`src/rtl/jahe_pkg.sv`:
```
// Shared types, constants and register codes for the joystick event generator.
package jahe_pkg;

  localparam int AXIS_COUNT = 8;
  localparam int HAT_COUNT  = 4;
  localparam int OVR_SLOTS  = 8;
  localparam int QDEPTH     = 8;

  localparam int AXIS_IW = (AXIS_COUNT > 1) ? $clog2(AXIS_COUNT) : 1;
  localparam int HAT_IW  = (HAT_COUNT > 1) ? $clog2(HAT_COUNT) : 1;
  localparam int QPTR_W  = (QDEPTH > 1) ? $clog2(QDEPTH) : 1;
  localparam int QCNT_W  = $clog2(QDEPTH + 1);

  localparam logic [6:0] PCT_MAX     = 7'd100;
  localparam logic [6:0] PCT_DEFAULT = 7'd40;
  localparam int         RECIP_SH    = 30;
  localparam logic [23:0] RECIP      = 24'((64'd1 << RECIP_SH) / 64'd100);

  localparam logic signed [15:0] CAL_MIN_RST = -16'sd32767;
  localparam logic signed [15:0] CAL_MAX_RST = 16'sd32767;

  localparam logic signed [15:0] SNAP_EDGE0 = -16'sd24576;
  localparam logic signed [15:0] SNAP_EDGE1 = -16'sd8192;
  localparam logic signed [15:0] SNAP_EDGE2 = 16'sd8192;
  localparam logic signed [15:0] SNAP_EDGE3 = 16'sd24576;
  localparam logic signed [15:0] SNAP_PT0   = -16'sd32768;
  localparam logic signed [15:0] SNAP_PT1   = -16'sd16384;
  localparam logic signed [15:0] SNAP_PT2   = 16'sd0;
  localparam logic signed [15:0] SNAP_PT3   = 16'sd16383;
  localparam logic signed [15:0] SNAP_PT4   = 16'sd32767;

  typedef enum logic [1:0] {
    ACT_AXIS    = 2'd0,
    ACT_BUTTON  = 2'd1,
    ACT_HAT     = 2'd2,
    ACT_CAPTURE = 2'd3
  } act_e;

  typedef enum logic [2:0] {
    CFG_RUN_MODE = 3'd0,
    CFG_DEF_PCT  = 3'd1,
    CFG_NEG_TBL  = 3'd2,
    CFG_POS_TBL  = 3'd3,
    CFG_OVR_EN   = 3'd4
  } cfg_idx_e;

  typedef struct packed {
    logic [7:0] index;
    logic       dir;
    logic       pressed;
  } slot_t;

  typedef struct packed {
    logic             is_axis;
    logic [3:0]       mask;
    slot_t [3:0]      slot;
  } entry_t;

  typedef struct packed {
    logic                valid;
    logic                axis;
    entry_t              ent;
    logic signed [15:0]  v;
    logic signed [15:0]  old;
    logic signed [15:0]  cen;
    logic signed [15:0]  cmin;
    logic signed [15:0]  cmax;
    logic [6:0]          pn;
    logic [6:0]          pp;
  } front_t;

  typedef struct packed {
    logic       is_axis;
    logic [7:0] index;
    logic       dir;
    logic       pressed;
    logic       last;
  } res_t;

endpackage

```
`src/rtl/jahe_front.sv`:
```
// Front end: accepts items, holds config and per-axis and per-hat state, classifies items.
module jahe_front (
  input  logic                 clk,
  input  logic                 rst_n,
  input  logic                 in_push,
  output logic                 in_full,
  input  logic [1:0]           in_action,
  input  logic [7:0]           in_item_index,
  input  logic signed [15:0]   in_axis_value,
  input  logic [3:0]           in_hat_bits,
  input  logic                 in_button_pressed,
  input  logic                 cfg_valid,
  input  logic [2:0]           cfg_index,
  input  logic [55:0]          cfg_data,
  input  logic                 credit_ret,
  output jahe_pkg::front_t     fr_o
);
  import jahe_pkg::*;

  logic                      run_mode_r;
  logic [6:0]                def_pct_r;
  logic [55:0]               neg_tbl_r;
  logic [55:0]               pos_tbl_r;
  logic [15:0]               ovr_en_r;

  logic signed [15:0]        last_r [AXIS_COUNT];
  logic signed [15:0]        min_r  [AXIS_COUNT];
  logic signed [15:0]        max_r  [AXIS_COUNT];
  logic signed [15:0]        cen_r  [AXIS_COUNT];
  logic [3:0]                hat_r  [HAT_COUNT];

  logic [QCNT_W-1:0]         cnt_r, cnt_nxt;
  front_t                    fr_r, fr_nxt;

  act_e                      act;
  logic                      accept;
  logic                      axis_ok, hat_ok, ovr_slot;
  logic [AXIS_IW-1:0]        ai;
  logic [HAT_IW-1:0]         hi;
  logic [2:0]                oi;
  logic [7:0]                pos_en;
  logic [6:0]                pn_raw, pp_raw;
  logic [3:0]                ob, hx;
  logic [7:0]                vert, horz;

  function automatic logic signed [15:0] snap(input logic signed [15:0] c);
    logic signed [15:0] r;
    if (c < SNAP_EDGE0) r = SNAP_PT0;
    else if (c < SNAP_EDGE1) r = SNAP_PT1;
    else if (c < SNAP_EDGE2) r = SNAP_PT2;
    else if (c < SNAP_EDGE3) r = SNAP_PT3;
    else r = SNAP_PT4;
    return r;
  endfunction

  assign in_full = (cnt_r == QCNT_W'(QDEPTH));
  assign accept  = in_push && !in_full;
  assign fr_o    = fr_r;

  always_comb begin
    act      = act_e'(in_action);
    axis_ok  = in_item_index < 8'(AXIS_COUNT);
    hat_ok   = in_item_index < 8'(HAT_COUNT);
    ovr_slot = in_item_index < 8'(OVR_SLOTS);
    ai       = in_item_index[AXIS_IW-1:0];
    hi       = in_item_index[HAT_IW-1:0];
    oi       = in_item_index[2:0];
    pos_en   = ovr_en_r[15:8];

    pn_raw = def_pct_r;
    pp_raw = def_pct_r;
    if (!run_mode_r && ovr_slot) begin
      if (ovr_en_r[oi]) pn_raw = neg_tbl_r[oi*7 +: 7];
      if (pos_en[oi]) pp_raw = pos_tbl_r[oi*7 +: 7];
    end

    ob   = hat_r[hi];
    hx   = in_hat_bits ^ ob;
    vert = 8'(AXIS_COUNT) + {in_item_index[6:0], 1'b0};
    horz = vert + 8'd1;

    fr_nxt       = '0;
    fr_nxt.valid = accept;
    fr_nxt.v     = in_axis_value;
    fr_nxt.old   = last_r[ai];
    fr_nxt.cen   = cen_r[ai];
    fr_nxt.cmin  = min_r[ai];
    fr_nxt.cmax  = max_r[ai];
    fr_nxt.pn    = (pn_raw > PCT_MAX) ? PCT_MAX : pn_raw;
    fr_nxt.pp    = (pp_raw > PCT_MAX) ? PCT_MAX : pp_raw;

    case (act)
      ACT_AXIS: begin
        fr_nxt.axis        = axis_ok;
        fr_nxt.ent.is_axis = 1'b1;
        fr_nxt.ent.slot[0] = '{index: in_item_index, dir: 1'b0, pressed: 1'b1};
        fr_nxt.ent.slot[1] = '{index: in_item_index, dir: 1'b0, pressed: 1'b0};
        fr_nxt.ent.slot[2] = '{index: in_item_index, dir: 1'b1, pressed: 1'b1};
        fr_nxt.ent.slot[3] = '{index: in_item_index, dir: 1'b1, pressed: 1'b0};
      end
      ACT_BUTTON: begin
        fr_nxt.ent.mask    = 4'b0001;
        fr_nxt.ent.slot[0] = '{index: in_item_index, dir: 1'b0,
                              pressed: in_button_pressed};
      end
      ACT_HAT: begin
        fr_nxt.ent.is_axis = 1'b1;
        fr_nxt.ent.mask    = hat_ok ? {hx[1], hx[3], hx[2], hx[0]} : 4'b0000;
        fr_nxt.ent.slot[0] = '{index: vert, dir: 1'b1, pressed: in_hat_bits[0]};
        fr_nxt.ent.slot[1] = '{index: vert, dir: 1'b0, pressed: in_hat_bits[2]};
        fr_nxt.ent.slot[2] = '{index: horz, dir: 1'b0, pressed: in_hat_bits[3]};
        fr_nxt.ent.slot[3] = '{index: horz, dir: 1'b1, pressed: in_hat_bits[1]};
      end
      default: ;
    endcase

    case ({accept, credit_ret})
      2'b10:   cnt_nxt = cnt_r + QCNT_W'(1);
      2'b01:   cnt_nxt = cnt_r - QCNT_W'(1);
      default: cnt_nxt = cnt_r;
    endcase
  end

  always_ff @(posedge clk) begin
    if (!rst_n) begin
      run_mode_r <= 1'b0;
      def_pct_r  <= PCT_DEFAULT;
      neg_tbl_r  <= '0;
      pos_tbl_r  <= '0;
      ovr_en_r   <= '0;
      cnt_r      <= '0;
      fr_r       <= '0;
      for (int i = 0; i < AXIS_COUNT; i++) begin
        last_r[i] <= '0;
        min_r[i]  <= CAL_MIN_RST;
        max_r[i]  <= CAL_MAX_RST;
        cen_r[i]  <= '0;
      end
      for (int i = 0; i < HAT_COUNT; i++) begin
        hat_r[i] <= '0;
      end
    end else begin
      cnt_r <= cnt_nxt;
      fr_r  <= fr_nxt;
      if (cfg_valid) begin
        case (cfg_idx_e'(cfg_index))
          CFG_RUN_MODE: run_mode_r <= cfg_data[0];
          CFG_DEF_PCT:  def_pct_r  <= cfg_data[6:0];
          CFG_NEG_TBL:  neg_tbl_r  <= cfg_data;
          CFG_POS_TBL:  pos_tbl_r  <= cfg_data;
          CFG_OVR_EN:   ovr_en_r   <= cfg_data[15:0];
          default: ;
        endcase
      end
      if (accept) begin
        case (act)
          ACT_AXIS: begin
            if (axis_ok) begin
              last_r[ai] <= in_axis_value;
              if (run_mode_r) begin
                if (in_axis_value < min_r[ai]) min_r[ai] <= in_axis_value;
                if (in_axis_value > max_r[ai]) max_r[ai] <= in_axis_value;
              end
            end
          end
          ACT_HAT: begin
            if (hat_ok) hat_r[hi] <= in_hat_bits;
          end
          ACT_CAPTURE: begin
            for (int i = 0; i < AXIS_COUNT; i++) begin
              cen_r[i] <= snap(last_r[i]);
            end
          end
          default: ;
        endcase
      end
    end
  end

endmodule

```
`src/rtl/jahe_trip.sv`:
```
// Trip point pipeline: scale travel by percent, divide by 100, clamp, and mark crossings.
module jahe_trip (
  input  logic              clk,
  input  logic              rst_n,
  input  jahe_pkg::front_t  fr_i,
  output logic              push,
  output jahe_pkg::entry_t  push_ent
);
  import jahe_pkg::*;

  typedef struct packed {
    logic               valid;
    logic               axis;
    entry_t             ent;
    logic signed [15:0] v;
    logic signed [15:0] old;
    logic signed [15:0] cen;
  } ctl_t;

  ctl_t                ctl1_r, ctl2_r, ctl3_r, ctl4_r, ctl0;
  logic signed [16:0]  dlo, dhi;
  logic signed [23:0]  plo_nxt, phi_nxt, plo_r, phi_r;
  logic [22:0]         mlo, mhi, mlo_r, mhi_r;
  logic [46:0]         rlo, rhi;
  logic [15:0]         qlo_r, qhi_r;
  logic                nlo_r, nhi_r;
  logic [22:0]         remlo, remhi;
  logic [16:0]         cqlo, cqhi;
  logic signed [17:0]  tlo_nxt, thi_nxt, tlo_r, thi_r;
  logic signed [17:0]  lo_nxt, hi_nxt, lo_r, hi_r;
  logic signed [17:0]  v18, o18;

  always_comb begin
    ctl0 = '{valid: fr_i.valid, axis: fr_i.axis, ent: fr_i.ent,
             v: fr_i.v, old: fr_i.old, cen: fr_i.cen};
    dlo = 17'(fr_i.cmin) - 17'(fr_i.cen);
    dhi = 17'(fr_i.cmax) - 17'(fr_i.cen);
    plo_nxt = 24'(dlo) * 24'($signed({1'b0, fr_i.pn}));
    phi_nxt = 24'(dhi) * 24'($signed({1'b0, fr_i.pp}));

    mlo = plo_r[23] ? 23'(-plo_r) : plo_r[22:0];
    mhi = phi_r[23] ? 23'(-phi_r) : phi_r[22:0];
    rlo = 47'(mlo) * 47'(RECIP);
    rhi = 47'(mhi) * 47'(RECIP);

    remlo = mlo_r - 23'(qlo_r) * 23'd100;
    remhi = mhi_r - 23'(qhi_r) * 23'd100;
    cqlo  = (remlo >= 23'd100) ? 17'(qlo_r) + 17'd1 : 17'(qlo_r);
    cqhi  = (remhi >= 23'd100) ? 17'(qhi_r) + 17'd1 : 17'(qhi_r);
    tlo_nxt = nlo_r ? -$signed({1'b0, cqlo}) : $signed({1'b0, cqlo});
    thi_nxt = nhi_r ? -$signed({1'b0, cqhi}) : $signed({1'b0, cqhi});

    lo_nxt = (tlo_r >= 0) ? 18'(ctl3_r.cen) - 18'sd1 : 18'(ctl3_r.cen) + tlo_r;
    hi_nxt = (thi_r <= 0) ? 18'(ctl3_r.cen) + 18'sd1 : 18'(ctl3_r.cen) + thi_r;

    v18 = 18'(ctl4_r.v);
    o18 = 18'(ctl4_r.old);
    push     = ctl4_r.valid;
    push_ent = ctl4_r.ent;
    if (ctl4_r.axis) begin
      push_ent.mask[0] = (v18 <= lo_r) && (o18 > lo_r);
      push_ent.mask[1] = (v18 > lo_r) && (o18 <= lo_r);
      push_ent.mask[2] = (v18 >= hi_r) && (o18 < hi_r);
      push_ent.mask[3] = (v18 < hi_r) && (o18 >= hi_r);
    end
  end

  always_ff @(posedge clk) begin
    if (!rst_n) begin
      ctl1_r <= '0;
      ctl2_r <= '0;
      ctl3_r <= '0;
      ctl4_r <= '0;
    end else begin
      ctl1_r <= ctl0;
      ctl2_r <= ctl1_r;
      ctl3_r <= ctl2_r;
      ctl4_r <= ctl3_r;
    end
    plo_r <= plo_nxt;
    phi_r <= phi_nxt;
    mlo_r <= mlo;
    mhi_r <= mhi;
    nlo_r <= plo_r[23];
    nhi_r <= phi_r[23];
    qlo_r <= rlo[RECIP_SH +: 16];
    qhi_r <= rhi[RECIP_SH +: 16];
    tlo_r <= tlo_nxt;
    thi_r <= thi_nxt;
    lo_r  <= lo_nxt;
    hi_r  <= hi_nxt;
  end

endmodule

```
`src/rtl/jahe_fifo.sv`:
```
// Classified-item queue between the front end and the event serializer.
module jahe_fifo (
  input  logic              clk,
  input  logic              rst_n,
  input  logic              push,
  input  jahe_pkg::entry_t  push_ent,
  input  logic              pop,
  output logic              empty,
  output jahe_pkg::entry_t  head
);
  import jahe_pkg::*;

  entry_t              mem_r [QDEPTH];
  logic [QPTR_W-1:0]   wp_r, rp_r;
  logic [QCNT_W-1:0]   cnt_r;

  function automatic logic [QPTR_W-1:0] inc(input logic [QPTR_W-1:0] p);
    return (p == QPTR_W'(QDEPTH - 1)) ? '0 : p + QPTR_W'(1);
  endfunction

  assign empty = (cnt_r == '0);
  assign head  = mem_r[rp_r];

  always_ff @(posedge clk) begin
    if (!rst_n) begin
      wp_r  <= '0;
      rp_r  <= '0;
      cnt_r <= '0;
    end else begin
      if (push) wp_r <= inc(wp_r);
      if (pop) rp_r <= inc(rp_r);
      case ({push, pop})
        2'b10:   cnt_r <= cnt_r + QCNT_W'(1);
        2'b01:   cnt_r <= cnt_r - QCNT_W'(1);
        default: cnt_r <= cnt_r;
      endcase
    end
    if (push) mem_r[wp_r] <= push_ent;
  end

  a_no_overflow: assert property (@(posedge clk) disable iff (!rst_n)
    push |-> (cnt_r < QCNT_W'(QDEPTH)) || pop)
    else $error("queue written while full");
  a_no_underflow: assert property (@(posedge clk) disable iff (!rst_n)
    pop |-> !empty)
    else $error("queue read while empty");
  a_count_bound: assert property (@(posedge clk) disable iff (!rst_n)
    cnt_r <= QCNT_W'(QDEPTH))
    else $error("queue count beyond depth");

endmodule

```
`src/rtl/jahe_back.sv`:
```
// Back end: serializes the events of each queued item into the output register.
module jahe_back (
  input  logic              clk,
  input  logic              rst_n,
  input  logic              q_empty,
  input  jahe_pkg::entry_t  q_head,
  output logic              q_pop,
  input  logic              out_pop,
  output logic              out_empty,
  output jahe_pkg::res_t    res_o
);
  import jahe_pkg::*;

  logic [3:0]  done_r, done_nxt;
  logic        out_vld_r, out_vld_nxt;
  res_t        res_r, res_nxt;
  logic [3:0]  pending, onehot, rest;
  logic [1:0]  sel;
  logic        slot_free, emit;
  slot_t       slot;

  assign out_empty = !out_vld_r;
  assign res_o     = res_r;

  always_comb begin
    pending = q_head.mask & ~done_r;
    onehot  = pending & (~pending + 4'd1);
    rest    = pending & ~onehot;
    if (onehot[0]) sel = 2'd0;
    else if (onehot[1]) sel = 2'd1;
    else if (onehot[2]) sel = 2'd2;
    else sel = 2'd3;
    slot      = q_head.slot[sel];
    slot_free = !out_vld_r || out_pop;
    emit      = !q_empty && (pending != 4'b0) && slot_free;
    q_pop     = !q_empty && ((pending == 4'b0) || (slot_free && rest == 4'b0));

    if (q_pop) done_nxt = 4'b0;
    else if (emit) done_nxt = done_r | onehot;
    else done_nxt = done_r;

    if (emit) out_vld_nxt = 1'b1;
    else if (out_pop) out_vld_nxt = 1'b0;
    else out_vld_nxt = out_vld_r;

    res_nxt = '{is_axis: q_head.is_axis, index: slot.index, dir: slot.dir,
                pressed: slot.pressed, last: (rest == 4'b0)};
  end

  always_ff @(posedge clk) begin
    if (!rst_n) begin
      done_r    <= '0;
      out_vld_r <= 1'b0;
    end else begin
      done_r    <= done_nxt;
      out_vld_r <= out_vld_nxt;
    end
    if (emit) res_r <= res_nxt;
  end

  a_done_in_mask: assert property (@(posedge clk) disable iff (!rst_n)
    !q_empty |-> ((done_r & ~q_head.mask) == 4'b0))
    else $error("emitted events outside head mask");
  a_last_clears: assert property (@(posedge clk) disable iff (!rst_n)
    (emit && rest == 4'b0) |=> (done_r == 4'b0))
    else $error("progress not cleared after last event");
  a_idle_clear: assert property (@(posedge clk) disable iff (!rst_n)
    q_empty |-> (done_r == 4'b0))
    else $error("progress held with empty queue");

endmodule

```
`src/rtl/joystick_axis_hat_event_generator.sv`:
```
// Top level of the joystick axis, hat and button event generator.
//
//  channel | handshake            | payload
//  --------+----------------------+------------------------------------------------
//  in      | in_push / in_full    | action, item_index, axis_value, hat_bits, button
//  out     | out_pop / out_empty  | is_axis, event_index, direction, pressed, last
//  cfg     | cfg_valid / cfg_ready| cfg_index, cfg_data (cfg_ready is always high)
//
// One item enters per cycle while in_full is low; the trip point pipeline carries it
// through the front register and the ctl1_r to ctl4_r stages into the queue; its first
// result is registered once the serializer and the output register are free. Each result
// takes one output cycle when not stalled; an item with no results is popped without one.
// in_full follows an 8-entry credit count covering the pipeline and the queue.
// Synchronous reset clears control and state; data registers are left unreset.
module joystick_axis_hat_event_generator (
  input  logic                clk,
  input  logic                rst_n,
  input  logic                in_push,
  output logic                in_full,
  input  logic [1:0]          in_action,
  input  logic [7:0]          in_item_index,
  input  logic signed [15:0]  in_axis_value,
  input  logic [3:0]          in_hat_bits,
  input  logic                in_button_pressed,
  output logic                out_empty,
  input  logic                out_pop,
  output logic                out_is_axis,
  output logic [7:0]          out_event_index,
  output logic                out_direction,
  output logic                out_pressed,
  output logic                out_last,
  input  logic                cfg_valid,
  output logic                cfg_ready,
  input  logic [2:0]          cfg_index,
  input  logic [55:0]         cfg_data
);
  import jahe_pkg::*;

  front_t  fr;
  logic    push, q_pop, q_empty;
  entry_t  push_ent, q_head;
  res_t    res;

  assign cfg_ready = 1'b1;

  jahe_front u_front (
    .clk               (clk),
    .rst_n             (rst_n),
    .in_push           (in_push),
    .in_full           (in_full),
    .in_action         (in_action),
    .in_item_index     (in_item_index),
    .in_axis_value     (in_axis_value),
    .in_hat_bits       (in_hat_bits),
    .in_button_pressed (in_button_pressed),
    .cfg_valid         (cfg_valid),
    .cfg_index         (cfg_index),
    .cfg_data          (cfg_data),
    .credit_ret        (q_pop),
    .fr_o              (fr)
  );

  jahe_trip u_trip (
    .clk      (clk),
    .rst_n    (rst_n),
    .fr_i     (fr),
    .push     (push),
    .push_ent (push_ent)
  );

  jahe_fifo u_fifo (
    .clk      (clk),
    .rst_n    (rst_n),
    .push     (push),
    .push_ent (push_ent),
    .pop      (q_pop),
    .empty    (q_empty),
    .head     (q_head)
  );

  jahe_back u_back (
    .clk       (clk),
    .rst_n     (rst_n),
    .q_empty   (q_empty),
    .q_head    (q_head),
    .q_pop     (q_pop),
    .out_pop   (out_pop),
    .out_empty (out_empty),
    .res_o     (res)
  );

  assign out_is_axis     = res.is_axis;
  assign out_event_index = res.index;
  assign out_direction   = res.dir;
  assign out_pressed     = res.pressed;
  assign out_last        = res.last;

endmodule
```
`config.mk`:
```
export PLATFORM = sky130hd
export DESIGN_NAME = joystick_axis_hat_event_generator
export DESIGN_NICKNAME = d
export VERILOG_FILES = /design/src/rtl/jahe_pkg.sv /design/src/rtl/jahe_front.sv /design/src/rtl/jahe_trip.sv /design/src/rtl/jahe_fifo.sv /design/src/rtl/jahe_back.sv /design/src/rtl/joystick_axis_hat_event_generator.sv
export SDC_FILE = /design/constraint.sdc
export NUM_CORES = 2
export LEC_CHECK = 0
export BUFFER_PORTS_ARGS = -buffer_cell sky130_fd_sc_hd__buf_2
export CAP_MARGIN = 20
export CORE_AREA = 2 2 471 473
export CTS_BUF_LIST = sky130_fd_sc_hd__clkbuf_8
export DETAILED_ROUTE_END_ITERATION = 8
export DIE_AREA = 0 0 473 475
export PLACE_DENSITY = 0.65
export SYNTH_ARGS = -nofsm -noshare
export SYNTH_HDL_FRONTEND = slang
export SYNTH_SLANG_ARGS = --single-unit
```
`constraint.sdc`:
```
create_clock -name clk -period 8.8 [get_ports clk]
set_input_delay 0 -clock clk [delete_from_list [all_inputs] [get_ports clk]]
set_output_delay 0 -clock clk [all_outputs]
set_load 0.01 [all_outputs]
```
After elaboration in Yosys (flattened, before gate mapping). Memory sizes are Yosys's and may differ from the RTL's. A register that Yosys moved wholly into a read port is not among the register bits. Cells that the tools add are included.

Bits in registers: 840. Memory bits (writable): 888. Output and inout bits: 15. Memories kept: 6.

Memories: u_fifo.mem_r (depth 8, bits a word 45, rd ports 1, clocked after Yosys merged registers in 1, write ports 1, line jahe_fifo.sv:13) `entry_t mem_r [QDEPTH];`; u_front.cen_r (depth 8, bits a word 16, rd ports 1, clocked after Yosys merged registers in 1, write ports 8, line jahe_front.sv:29) `logic signed [15:0] cen_r [AXIS_COUNT];`; u_front.last_r (depth 8, bits a word 16, rd ports 9, clocked after Yosys merged registers in 1, write ports 8, line jahe_front.sv:26) `logic signed [15:0] last_r [AXIS_COUNT];`; u_front.max_r (depth 8, bits a word 16, rd ports 1, clocked after Yosys merged registers in 0, write ports 8, line jahe_front.sv:28) `logic signed [15:0] max_r [AXIS_COUNT];`; u_front.min_r (depth 8, bits a word 16, rd ports 1, clocked after Yosys merged registers in 0, write ports 8, line jahe_front.sv:27) `logic signed [15:0] min_r [AXIS_COUNT];`; u_front.hat_r (depth 4, bits a word 4, rd ports 1, clocked after Yosys merged registers in 0, write ports 4, line jahe_front.sv:30) `logic [3:0] hat_r [HAT_COUNT];`.

$add $sub $neg: 23. $mul: 7. Order comparisons: 53. Equal/unequal tests: 14. Shift-type cells: 2. Mux-type cells: 144. Bitwise gates (word level): 17. Reduce and logical (&&, ||, !) cells: 41.

Operator list (number): 16-bit two-way mux (59); 16-bit less-than comparator (second input constant) (16); 16-bit by 14-bit less-than comparator with 1-bit output (second input constant) (8); 16-bit by 15-bit less-than comparator with 1-bit output (second input constant) (8); 15-bit two-way mux (8); 56-bit by 7-bit variable part select with 7-bit output (2); 23-bit by 23-bit multiplier with 45-bit output (second input constant) (2); 17-bit two-way mux (4); 30-bit case mux with 2 select lines (1); 17-bit by 8-bit multiplier with 24-bit output (2); 16-bit OR reduction (3); 23-bit by 7-bit greater-or-equal comparator with 1-bit output (second input constant) (2); 23-bit two-way mux (2); 23-bit negation (2); 23-bit subtractor (2); 16-bit by 5-bit multiplier with 21-bit output (second input constant) (2); 7-bit two-way mux (6); 1-bit two-way mux (41); 16-bit by 18-bit adder with 18-bit output (2); 16-bit by 18-bit greater-or-equal comparator with 1-bit output (2); 16-bit by 18-bit greater-than comparator with 1-bit output (2); 16-bit by 18-bit less-or-equal comparator with 1-bit output (2); 16-bit by 18-bit less-than comparator with 1-bit output (2); 18-bit two-way mux (2); 52 further kinds (119).

Depth between registers and ports, before layout.
Word-level depth: 13. Gate-level depth with buffers: 35.

Hierarchy. Synthesis repeated with hierarchy kept, for this count alone.

Cells, all modules: 8862. Area total of the unflattened synthesis: 99449.1 um^2.

Modules (own cells, without submodules): jahe_trip (times used 1, cells an instance 5560, area an instance 53372.4 um^2, seq. area each 11210.8 um^2); jahe_front (times used 1, cells an instance 2618, area an instance 30614.4 um^2, seq. area each 17777.0 um^2); jahe_fifo (times used 1, cells an instance 592, area an instance 14521.4 um^2, seq. area each 11070.6 um^2); jahe_back (times used 1, cells an instance 90, area an instance 929.6 um^2, seq. area each 460.4 um^2); joystick_axis_hat_event_generator (times used 1, cells an instance 2, area an instance 11.3 um^2, seq. area each 0.0 um^2).

Least setup slack after synthesis. Ideal clock, no wire load.

Path type: register to register. Start point: reg u_trip.plo_r[0]. End point: reg u_trip.qlo_r[15]. Setup time: 121 ps. Arrival: 7840 ps. Required time: 8679 ps. Path slack: 839 ps. Cell stages (with the launch flop): 32. Path buffers: 0. Period minus slack after synthesis: 7961 ps. Path through: dfxtp_1 -> inv_1 -> ha_1 -> nand2_1 -> nor3_1 -> nand2_1 -> or4_1 -> o21ai_0 -> nand2_1 -> xor2_1 -> ha_1 -> fa_1 -> fa_1 -> inv_1 -> fa_1 -> fa_1 -> inv_1 -> fa_1 -> ha_1 -> ha_1 -> nand3_1 -> nor2_1 -> nand3_1 -> nor3_1 -> a311oi_1 -> a2111oi_0 -> a31oi_1 -> o21a_1 -> o21ai_0 -> o21a_1 -> nor2_1 -> xnor2_1.

Longest elaborated chain between the ends: 3.

RTL lines: from (decl) (line jahe_trip.sv:22) `logic signed [23:0] plo_nxt, phi_nxt, plo_r, phi_r;`; from (signal assigned) (line jahe_trip.sv:80) `plo_r <= plo_nxt;`; 23-bit negation (line jahe_trip.sv:41) `mlo = plo_r[23] ? 23'(-plo_r) : plo_r[22:0];`; 23-bit two-way mux (line jahe_trip.sv:41); net u_trip.mlo[22] (line jahe_trip.sv:23) `logic [22:0] mlo, mhi, mlo_r, mhi_r;`; 23-bit by 23-bit multiplier with 45-bit output (line jahe_trip.sv:43) `rlo = 47'(mlo) * 47'(RECIP);`; net u_trip.rlo[45] (line jahe_trip.sv:24) `logic [46:0] rlo, rhi;`; to (signal assigned) (line jahe_trip.sv:86) `qlo_r <= rlo[RECIP_SH +: 16];`; to (decl) (line jahe_trip.sv:25) `logic [15:0] qlo_r, qhi_r;`.

The timed path passes the listed nets, and every way through them passes these cells. A chain may end at the register's enable or synchronous reset.

Worst setup path in the final report.
Start point: reg u_trip.phi_r[5]. End point: reg u_trip.qhi_r[15].

Longest elaborated chain between the ends: 3.

RTL lines: from (decl) (line jahe_trip.sv:22); from (signal assigned) (line jahe_trip.sv:81) `phi_r <= phi_nxt;`; 23-bit negation (line jahe_trip.sv:42) `mhi = phi_r[23] ? 23'(-phi_r) : phi_r[22:0];`; 23-bit two-way mux (line jahe_trip.sv:42); net u_trip.mhi[9] (line jahe_trip.sv:23); 23-bit by 23-bit multiplier with 45-bit output (line jahe_trip.sv:44) `rhi = 47'(mhi) * 47'(RECIP);`; net u_trip.rhi[45] (line jahe_trip.sv:24); to (signal assigned) (line jahe_trip.sv:87) `qhi_r <= rhi[RECIP_SH +: 16];`; to (decl) (line jahe_trip.sv:25).

The timed path passes the listed nets, and every way through them passes these cells.

==> results.md <==
* Synth Instances at roughly 8100
* Asr flop ratio synth at 0
* Initial detailed-routing violation count at 4244
* Hold Path Origin: cfg_index[0]
* Cell variety after synth at 102
* Top-area cell type share of the netlist area at 0.230
* H-tree depth at 4
* Final #Nets at 10100
* Post-synthesis sequential area ratio at 0.396
* Fin worst setup slack at between 0.3 and 0.4 ns
* CP endpoint kind: flop
* Vias at ~61000
* Initial antenna violation count at 7
* Syn nets at roughly 9700
* Final Hold Vio Count at 0
* Slowest CP cell: or4_1
* Clk slew on worst S/H paths at 0.06 ns
* Clk sink count at ~1400
* Worst Hold Class: input port to flop
* Fmax at ~120 MHz
* Share of layout cells above drive strength 1 at 0.0905
* Port Buffers at 108
* Max clock buf depth at 3
* CTS buffer count at 226
* First-pass GRT wire length at around 360000 µm
* Worst reg2reg setup slack at around 0.39 ns
* Unrepaired setup endpoints after global routing: true
* Slew @ Worst Pin at 1.17 ns
* Flip-flop and latch count after synthesis at about 1400
* Number of global-route vias before repair at about 63000
* Rel. slew slack at 0.220
* Fillers at 20100
* Worst r2r src: u_trip.phi_r[5]
* Layout Cells excl Fill at about 12000
* Gr ovfl total at 0
* Final worst path period share at 0.956
* Crit Path Class: flop to flop
* Clock skew at between 0.07 and 0.08 ns
* Cell row count at 172
* Chip Height at between 400 and 500 µm
* Syn Area/Cell at ~11 µm²
* Max Cap Violations at 0
* Leading area contributor after synthesis: edfxtp_1
* Remaining antenna violation count at 0
* WL/cell at 19.7 µm
* DIE AREA at 225000 µm²
* Critical Path Fanout Max at 6
* Hold Path Cell Cnt at 6
* CP max stage delay at approximately 0.57 ns
* Ys Warns at 0
* CTS tree: built
* GRT Util Overall at 0.201
* Core Region at 219000 µm²
* DRT Wirelength at 227000 µm
* Post-DR vias/cell at 5.26
* Crit path top cell by count: fa_1
* Pre-antenna DRT Iters at 8
* Reg2Reg Capture Point: u_trip.qhi_r[15]
* Final instance area at 98500 µm²
* Routability cong. at 0.943
* Synth-to-layout area growth at 12.9%
* Crit path required time at slightly below 10 ns
* Crit start category: flop
* Worst-Skew Late Latency at just over 1 ns
* Clk root buf: clkbuf_8
* Prevailing post-synth register cell: dfxtp_1
* Placed cell areas at about 90000 µm²
* Post-synth EDFFs at approximately 670
* DRC Markers at 0
* Final setup vio count at 0
* Post-route setup TNS at 0 ns
* Hold EP: u_front.def_pct_r[1]
* Starting Density at 0.398
* Dpl hpwl at about 160000 µm
* Cell area after synthesis at ~87000 µm²
* # IOs at between 100 and 150
* Pre-CTS setup slack at approximately 0.026 ns
* Worst path arrival time at between 9 and 10 ns
* Status: complete, no violations
* Placed cell count at about 11000
* Minimum clock period at 8.41 ns
* Pins Over Slew Limit at 0
* Top cells by area, synth: edfxtp_1, dfxtp_1, ha_1
* Reg2Reg Depth at 28
* Die width at 473 µm
* Largest net degree at the start of global routing at between 150 and 200
## worst max-delay path: cells and delay by family, from the launching register on
kind,cells,cell delay (ns)
AOI/OAI and AO/OA,8,2.27
xor gates and xnor gates,2,0.56
adders and majority gates,8,3.38
buffers and inverters,5,0.53
DFF,1,0.33
and+or+nand+nor,5,1.16
## worst max path at each step
stage	start	endpoint	slack, ns
after floorplan	u_trip.plo_r[0]	u_trip.qlo_r[15]	0.84
after global placement	u_trip.plo_r[0]	u_trip.qlo_r[15]	0.14
after detailed placement	u_trip.plo_r[0]	u_trip.qlo_r[15]	0.03
after CTS	u_trip.phi_r[5]	u_trip.qhi_r[15]	0.05
after global routing	u_trip.plo_r[0]	u_trip.qlo_r[15]	-0.04
final	u_trip.phi_r[5]	u_trip.qhi_r[15]	0.39
## cells in the final DEF (no fill, tap or decap), drive strengths merged, types with 58 or more instances in the layout
cell type | netlist | routed
xor2 | 84 | 84
nor2 | 317 | 317
mux4 | 95 | 95
and2 | 571 | 571
o21ai | 191 | 191
nand3 | 69 | 69
or3 | 138 | 138
a21o | 71 | 71
nor3 | 79 | 79
dfxtp | 727 | 727
inv | 1036 | 1121
clkbuf | 284 | 273
xnor2 | 207 | 207
edfxtp | 668 | 668
a22oi | 177 | 177
buf | 34 | 262
nor2b | 58 | 58
dlygate4sd3 | 0 | 205
and3 | 176 | 176
a21oi | 387 | 387
nand2 | 612 | 612
fa | 580 | 580
ha | 941 | 941
## routing by layer
metal | GRT usage | wire length (µm)
met1 | 0.256 | 95200
met2 | 0.343 | 110000
met3 | 0.0301 | 13200
met4 | 0.0773 | 8370
met5 | 0 | 0
## cell usage after synthesis, types with 137 or more instances
cell type / n
or3_1: 137
inv_1: 1034
and2_1: 571
fa_1: 580
dfxtp_1: 727
and3_1: 175
a21oi_1: 386
nand2_1: 612
o21ai_0: 184
clkbuf_1: 283
ha_1: 941
nor2_1: 316
edfxtp_1: 668
xnor2_1: 205
a22oi_1: 177
## area by class of cell
class,count,area [µm²],area share
well taps,2871,3590,0.0365
inverters,1038,3900,0.0396
repair buffers,468,3820,0.0387
multi-input cells,5318,47800,0.485
clock inverters,141,1100,0.0111
flip-flops and latches,1395,34600,0.351
clock buffers,272,3740,0.0380
diodes,7,17.5,0.000178
## cells by family (layout without fill, tap and decap cells)
group	Yosys count	after routing	share of synthesized area
xor gates and xnor gates	292	292	0.0296
other	1	8	0.0000430
muxes	144	144	0.0304
adders and majority gates	1522	1522	0.268
buffers and inverters	1356	1919	0.0586
AOI/OAI and AO/OA	1164	1164	0.0864
and+or+nand+nor	2195	2195	0.131
DFF	1395	1395	0.396
## through the flow
step / utilization / hold WS [ns]
after detailed placement: 0.418 / 0.258
after global routing: 0.450 / 0.0735
after CTS: 0.449 / 0.00496
final: 0.450 / 0.123
after global placement: 0.418 / 0.254
after floorplan: - / 0.0768
## sequential cells by signal, summed over array words and instances (netlist names), 24 cells and up, named ones only
signal             count
u_fifo.mem_r         232
u_front.cen_r         24
u_front.fr_o         112
u_front.last_r       128
u_front.max_r        128
u_front.min_r        128
u_front.neg_tbl_r     56
u_front.pos_tbl_r     56
u_trip.ctl1_r         66
u_trip.ctl2_r         66
u_trip.ctl3_r         66
u_trip.ctl4_r         37
u_trip.phi_r          24
u_trip.plo_r          24
u_trip.push_ent       25
## timing repair
action | in CTS | in global routing
endpoints found under the hold margin | 776 | 0
buffers inserted | 0 | 0
endpoints found under the setup margin | 1 | 13
resized for setup | 1 | 16
pin swaps | 0 | 1
hold buffers | 205 | 0
Power is left out: the tool's default activity adds up to more than one toggle a clock period on the data nets, which glitch-free logic cannot reach.
